$ cat config.mk
export PLATFORM = sky130hd
export DESIGN_NAME = mvt_csr
export DESIGN_NICKNAME = d
export VERILOG_FILES = /design/src/rtl/mvt_pkg.sv /design/src/rtl/mvt_csr.sv
export SDC_FILE = /design/constraint.sdc
export NUM_CORES = 1
export LEC_CHECK = 0
export BUFFER_PORTS_ARGS = -buffer_cell sky130_fd_sc_hd__buf_2
export CAP_MARGIN = 20
export CORE_MARGIN = 4
export CORE_UTILIZATION = 35
export CTS_BUF_LIST = sky130_fd_sc_hd__clkbuf_2 sky130_fd_sc_hd__clkbuf_4 sky130_fd_sc_hd__clkbuf_8
export DETAILED_ROUTE_END_ITERATION = 8
export HOLD_SLACK_MARGIN = 0.03
export PLACE_DENSITY = 0.63
export SLEW_MARGIN = 20
export SYNTH_ARGS = -nofsm -noshare
export SYNTH_HDL_FRONTEND = slang
export SYNTH_SLANG_ARGS = --single-unit
$ cat constraint.sdc
create_clock -name clock -period 4 [get_ports clock]
set_clock_uncertainty 0.15 [all_clocks]
set_input_delay 0.2 -clock clock [delete_from_list [all_inputs] [get_ports clock]]
set_output_delay 0.2 -clock clock [all_outputs]
set_load 0.05 [all_outputs]
$ cat src/rtl/mvt_pkg.sv
// Shared types and constants for the 4x4 matrix vector transform.
package mvt_pkg;

   localparam int FRAC_BITS_DEFAULT = 16;
   localparam int DATA_WIDTH        = 32;
   localparam int NUM_COLS          = 4;
   localparam int NUM_REGS          = 8;
   localparam int REG_WIDTH         = 64;
   localparam int REG_IDX_WIDTH     = $clog2(NUM_REGS);
   localparam int CSR_BYTE_BITS     = 3;
   localparam int CSR_ADDR_WIDTH    = REG_IDX_WIDTH + CSR_BYTE_BITS;
   localparam int PROD_WIDTH        = 2 * DATA_WIDTH;
   localparam int PAIR_WIDTH        = PROD_WIDTH + 1;
   localparam int SUM_WIDTH         = PROD_WIDTH + 2;
   localparam int PIPE_STAGES       = 5;

   // Coefficient register indexes
   typedef enum int {
      ROW0_COLS01, ROW0_COLS23, ROW1_COLS01, ROW1_COLS23,
      ROW2_COLS01, ROW2_COLS23, ROW3_COLS01, ROW3_COLS23
   } coef_reg_type;

   typedef struct packed {
      logic signed [DATA_WIDTH-1:0] vec_x;
      logic signed [DATA_WIDTH-1:0] vec_y;
      logic signed [DATA_WIDTH-1:0] vec_z;
      logic signed [DATA_WIDTH-1:0] vec_w;
      logic                         point3;
   } vec_in_type;

   typedef struct packed {
      logic signed [DATA_WIDTH-1:0] out_x;
      logic signed [DATA_WIDTH-1:0] out_y;
      logic signed [DATA_WIDTH-1:0] out_z;
      logic signed [DATA_WIDTH-1:0] out_w;
   } vec_out_type;

   typedef logic [NUM_REGS-1:0][REG_WIDTH-1:0]   coef_regs_type;
   typedef logic [NUM_COLS-1:0][DATA_WIDTH-1:0]  lane_vec_type;

   // Identity matrix: 1.0 on the diagonal, low half for even rows, high half for odd.
   function automatic coef_regs_type identity_regs(input int frac_bits);
      coef_regs_type regs;
      logic [REG_WIDTH-1:0] one_lo;
      logic [REG_WIDTH-1:0] one_hi;
      one_lo  = REG_WIDTH'(1) << frac_bits;
      one_hi  = REG_WIDTH'(1) << (frac_bits + DATA_WIDTH);
      regs    = '0;
      regs[ROW0_COLS01] = one_lo;
      regs[ROW1_COLS01] = one_hi;
      regs[ROW2_COLS23] = one_lo;
      regs[ROW3_COLS23] = one_hi;
      return regs;
   endfunction

endpackage

$ cat src/rtl/mvt_csr.sv
// Coefficient register file behind the APB-style configuration port.
module mvt_csr #(
   parameter int FRAC_BITS = mvt_pkg::FRAC_BITS_DEFAULT
) (
   input  logic                                 clock,
   input  logic                                 reset,
   input  logic                                 csr_psel,
   input  logic                                 csr_penable,
   input  logic                                 csr_pwrite,
   input  logic [mvt_pkg::CSR_ADDR_WIDTH-1:0]   csr_paddr,
   input  logic [mvt_pkg::REG_WIDTH-1:0]        csr_pwdata,
   output logic [mvt_pkg::REG_WIDTH-1:0]        csr_prdata,
   output mvt_pkg::coef_regs_type               coef_regs
);

   mvt_pkg::coef_regs_type                regs_ff;
   mvt_pkg::coef_regs_type                regs_in;
   logic [mvt_pkg::REG_IDX_WIDTH-1:0]     reg_idx;
   logic                                  wr_en;

   assign reg_idx = csr_paddr[mvt_pkg::CSR_ADDR_WIDTH-1:mvt_pkg::CSR_BYTE_BITS];
   assign wr_en   = csr_psel && csr_penable && csr_pwrite;

   always_comb begin
      regs_in = regs_ff;
      if (wr_en) begin
         regs_in[reg_idx] = csr_pwdata;
      end
   end

   always_ff @(posedge clock) begin
      if (reset) begin
         regs_ff <= mvt_pkg::identity_regs(FRAC_BITS);
      end else begin
         regs_ff <= regs_in;
      end
   end

   assign csr_prdata = regs_ff[reg_idx];
   assign coef_regs  = regs_ff;

endmodule

== Word-level counts from Yosys, hierarchy flattened ==
Index checks and enable logic that the tools add are counted.

* Memory bits (read-only): 0
* Input port bits: 75
* Latch bits: 0
* Memories: 0
* Bits in registers: 512
* Output and inout bits: 576
* Logic and storage cells: 18
* Memory bits (writable): 0

* Equal/unequal tests: 0
* Add/sub/neg operators: 0
* $mul: 0
* Magnitude comparators: 2
* Shifts and indexed selects: 0
* Div/mod/pow operators: 0
* Reductions and logical operators: 3
* Bitwise operators: 0
* Multiplexer cells: 5

{| class="wikitable"
|+ Operators with widths
! cell !! count
|-
| bitwise mux 512 bit || 1
|-
| binary-select mux 64 bit (select 3 bit) || 1
|-
| demux 64 bit (select 3 bit) || 1
|-
| two-way mux 64 bit || 2
|-
| less-than comparator 3 x 4 -> 1 bit, second input constant || 1
|-
| >= comparator 3 x 1 -> 1 bit, second input constant || 1
|-
| logical AND 1 bit || 3
|}

== Depth between registers and ports, before layout ==
* Depth in word-level cells: 5
* Mapped depth: 7
* Mapped depth without buffers: 3

== Worst setup path after synthesis ==
Ideal clock, no wire load.

* Path kind: register to output
* From: register regs_ff (netlist bit coef_regs[427])
* To: output port csr_prdata[43] (netlist name)
* Data required time: 3,650 ps
* Setup slack: 1,049 ps
* Arrival: 2,601 ps
* Cell stages (with the launch flop): 3
* Buffers on the path: 0
* Cell sequence: dfxtp_1 > mux2i_1 > o311ai_0

* Word-level cells in the longest chain between the ends: 2

{| class="wikitable"
|+ Ends and longest elaborated chain
! what !! line !! text
|-
| from (decl) || mvt_csr.sv:16 || <nowiki>mvt_pkg::coef_regs_type regs_ff;</nowiki>
|-
| from (signal assigned) || mvt_csr.sv:33 || <nowiki>regs_ff <= mvt_pkg::identity_regs(FRAC_BITS);</nowiki>
|-
| from (signal assigned) || mvt_csr.sv:35 || <nowiki>regs_ff <= regs_in;</nowiki>
|-
| binary-select mux 64 bit (select 3 bit) || mvt_csr.sv:39 || <nowiki>assign csr_prdata = regs_ff[reg_idx];</nowiki>
|-
| two-way mux 64 bit (not written as such) || mvt_csr.sv:39 ||
|-
| to (decl) || mvt_csr.sv:12 || <nowiki>output logic [mvt_pkg::REG_WIDTH-1:0] csr_prdata,</nowiki>
|}

Every way passes these cells. The select of a mux whose other input is x is not followed.

== Final worst setup path ==
* From: input port csr_paddr[3] (netlist name)
* To: output port csr_prdata[44] (netlist name)

* Word-level cells in the longest chain between the ends: 2

{| class="wikitable"
|+ Ends and longest elaborated chain
! what !! line !! text
|-
| from (decl) || mvt_csr.sv:10 || <nowiki>input logic [mvt_pkg::CSR_ADDR_WIDTH-1:0] csr_paddr,</nowiki>
|-
| binary-select mux 64 bit (select 3 bit) || mvt_csr.sv:39 ||
|-
| two-way mux 64 bit (not written as such) || mvt_csr.sv:39 ||
|}

Every way passes these cells. The select of a mux whose other input is x is not followed.

==> reports/summary.md <==
Counting along the longest clock path gives a buffer depth of 3. The number of cell rows came out at 95. After routing the design area is 30,320 um^2. The run gives 0 as the total of endpoints with negative setup slack in the final report.

OpenSTA, run right after detailed placement, puts the worst setup slack at 1.352 ns. The number of cells on the worst reg-to-reg path is 2. The path with the worst hold slack has its endpoint at coef_regs[176]. The number of nets in the synthesized netlist is 2,244.

The upper clock frequency limit was 383.7 MHz. Measured along the y axis, the die boundary spans 269.4 um. After detailed routing, the average wire length per cell comes to 22.39 um. For the share of total power in the clock network, the log shows 47.6%. The congestion estimate from routability-driven global placement came to 0.8574. In this run the count of I/O pins placed on the die edge is 651. The minimum clock period works out to 2.607 ns.

The tools report the maximum resistive drop on vdd as 0.2320 mV. After synthesis, flip-flops and latches occupy 42.85% of the total area. The number of antenna violations at the first check in global routing came out at 3. From synthesis to final layout, the design area changed by 26.75%. The register with the most flip-flops in the layout has 512 of them.

The share of cells above drive strength 1 was 34.48%; the worst-skew pair later-pin latency was 0.65 ns. Leaving out fill and tap cells, the most frequent cells in the layout are buf_2 (643), nand2b_1 (572), mux2i_1 (513), dfxtp_1 (512), nand2_1 (189). Detailed-route DRC error count: 0.

Summed over all layers, the global routing overflow is 0. Once the floorplan was initialized, standard cells occupied 35.43% of the core. The buffers inserted during post-CTS setup optimization came out at 0. Most frequent standard cell in the layout excluding fill and tap cells: buf_2. The tools report the data required time at the worst endpoint as 3.65 ns. The tools report the origin of the critical flop-to-flop path as coef_regs[289]. Setup repair after global routing left no endpoint under its margin. The tree is rooted in a clkbuf_8.

The number of warnings issued by yosys is 0. CTS saw 512 sinks. The unique cell type count in the Yosys netlist is 26, and the max-slew violation count is 0. Dividing the final minimum period by the clock period gives 65.16%. The critical-path maximum fanout was 62. The worst setup path is captured at an output pin. For this design the ratio of total power to cell area is 381.0 nW/um^2. After detailed routing, the number of vias per cell comes to 5.014.

The die span in x was 269.4 um; the synthesized area per cell was 11.03 um^2. The critical path is of the input pin to output pin type. Together, buffers and inverters on the worst path number 3. The detail route stage leaves a number of antenna-violating nets equal to 0.

For the pin with the worst max-slew slack, the measured transition is 0.8430 ns. The tools report the number of optimization iterations in the first detailed-route pass as 5. The tools report the launching element type of the critical path as an input pin. Cells fill 44.90% of the core in the end. The analysis attributes to net switching a power of 2.869 mW. For this block, the initial DRC count from the detailed router was 1,090. TritonCTS built the clock tree. The reported max-cap violation count is 0. Measured against its own limit, the worst slew margin works out to 43.80%. Summed over all cells, the static leakage comes to 16.00 nW. Buffers inserted during clock tree synthesis total 90. The type of the tightest min-delay check is input pin to flop. The number of H-tree levels is 3, and the flip-flop and latch count after synthesis is 512. The final worst slack is 1.393 ns, and the number of instances in the synthesized netlist is 2,169. Buffers placed on the I/O ports in this run total 647. The floorplan step defined a die boundary enclosing 72,590 um^2. For this block, the routed nets add up to 83,630 um of wire. Endpoint of the worst-slack reg-to-reg timing path: coef_regs[289].

Entering global routing, the biggest net connects 134 pins. Traced cell by cell, the critical path runs through buf_8 > buf_4 > mux4_2 > nand2_1 > nand2_1 > buf_2. The cell count of the worst hold path came out at 4. The internal power consumption came out at 8.682 mW. The largest single stage delay on the critical path is 0.55 ns. The total via count after detailed routing is 18,730. The cell with the most instances on the worst path was nand2_1.

On the final layout, the worst hold slack is 0.2286 ns. The worst hold path begins at csr_pwdata[48]. Global routing used 22.11% of the available tracks.

After the last flow step, the layout net total stands at 2,859. Summing all placed instances gives a cell area of 27,550 um^2. The first-pass GRT wire length is 125,200 um, and the core footprint is 67,510 um^2.

The synthesized design devotes to its leading area cell type 42.85% of total area. For the number of endpoints with negative hold slack in the final report, the log shows 0. Via count of the first global-routing pass: 19,650. The kind of cell with the highest combined delay along the critical path is buffers and inverters. The data arrival time at the worst-slack endpoint came out at 2.26 ns. The fraction of power consumed by combinational cells came out at 7.6%. In this run, flip-flops and latches consume 44.8% of the power. The synthesized cell area came out at 23,920 um^2.

Ranked by total cell area, the synthesized netlist is headed by dfxtp_1 (43%), mux2i_1 (21%), nand2b_1 (15%), mux4_2 (12%), nand2_1 (3.0%). For the final routed database, the setup TNS stands at 0 ns. Slowest cell on the critical path: mux4_2. Worst reg-to-reg setup slack: 3.11 ns. Final HPWL from detailed placement: 56,530 um.

The clock slew seen by the registers of the worst setup and hold paths is 0.07 ns. The switching part of the total power is 24.84%. Cell taking the most area after synthesis: dfxtp_1. The run finished with clean final reports.
==> repair_timing <==
action,CTS,global route
hold endpoints to repair,512,0
gates resized for setup,0,0
hold buffers,66,0
==> power groups by stage <==
stage / combinational [mW] / clock (mW) / sequential (mW)
finish: 0.879 / 5.50 / 5.17
global placement: 0.812 / 0 / 5.28
floorplan: 0.478 / 0 / 5.40
CTS: 0.880 / 5.62 / 5.17
detailed placement: 0.827 / 0 / 5.28
global route: 0.925 / 5.85 / 5.17
==> worst max-delay path by stage <==
stage / start / end / cells past startpoint
after floorplan: coef_regs[427] / csr_prdata[43] / 2
after detailed placement: csr_paddr[3] / csr_prdata[44] / 6
final: csr_paddr[3] / csr_prdata[44] / 6
after global placement: csr_paddr[3] / csr_prdata[5] / 6
after global routing: csr_paddr[3] / csr_prdata[44] / 6
after CTS: csr_paddr[3] / csr_prdata[44] / 6
==> synth_stat cells <==
cell and count:
dfxtp_1 512, o311ai_0 1, inv_1 1, nand2b_1 572, and2_0 1, nand4_1 3
clkbuf_1 105, and2_1 1, nor4b_1 1, a31oi_1 1, nand3_1 4, buf_6 32
buf_2 44, and4b_1 1, nand2_2 1, mux2i_1 513, and3b_1 1, buf_1 26
and3_1 2, a32oi_1 1, buf_4 20, mux4_2 126, mux2_2 2, nor2_1 7
nor2b_1 2, nand2_1 189
==> kinds of logic after synthesis <==
group                  count (synthesis)  synth area share [%]
multiplexers                         641                 33.43
flip-flops                           512                 42.85
buffers and inverters                228                 5.126
AND/OR/NAND/NOR                      785                 18.50
AO/OA/AOI/OAI                          3               0.09942
==> metal layers <==
layer	GRT usage [%]	share of wire, %
met1	25.81	40
met2	38.22	49
met3	6.908	7.8
met4	8.187	3.2
met5	0	0
==> worst min-delay path: stages <==
cell,delay [ns]
dlygate4sd3_1,0.55
buf_2,0.12
nor2_1,0.05
mux2i_1,0.11
==> metrics by stage <==
stage,total power [mW],cells
after floorplan,5.883,2169
after global placement,6.091,3499
after detailed placement,6.108,3499
after CTS,11.67,3733
after global routing,11.95,3735
final,11.55,3735
==> cell type report <==
| type | instances | area, um^2 |
|---|---|---|
| Sequential cell | 512 | 10250 |
| Clock inverter | 21 | 251.5 |
| Timing Repair Buffer | 750 | 4368 |
| Clock buffer | 147 | 1854 |
| Inverter | 1 | 5.005 |
| Tap cell | 873 | 1092 |
| Antenna cell | 2 | 5.005 |
| Multi-Input combinational cell | 1429 | 12490 |
| Fill cell | 6336 | 37200 |
Note: power is estimated with default switching activity, not from simulation.
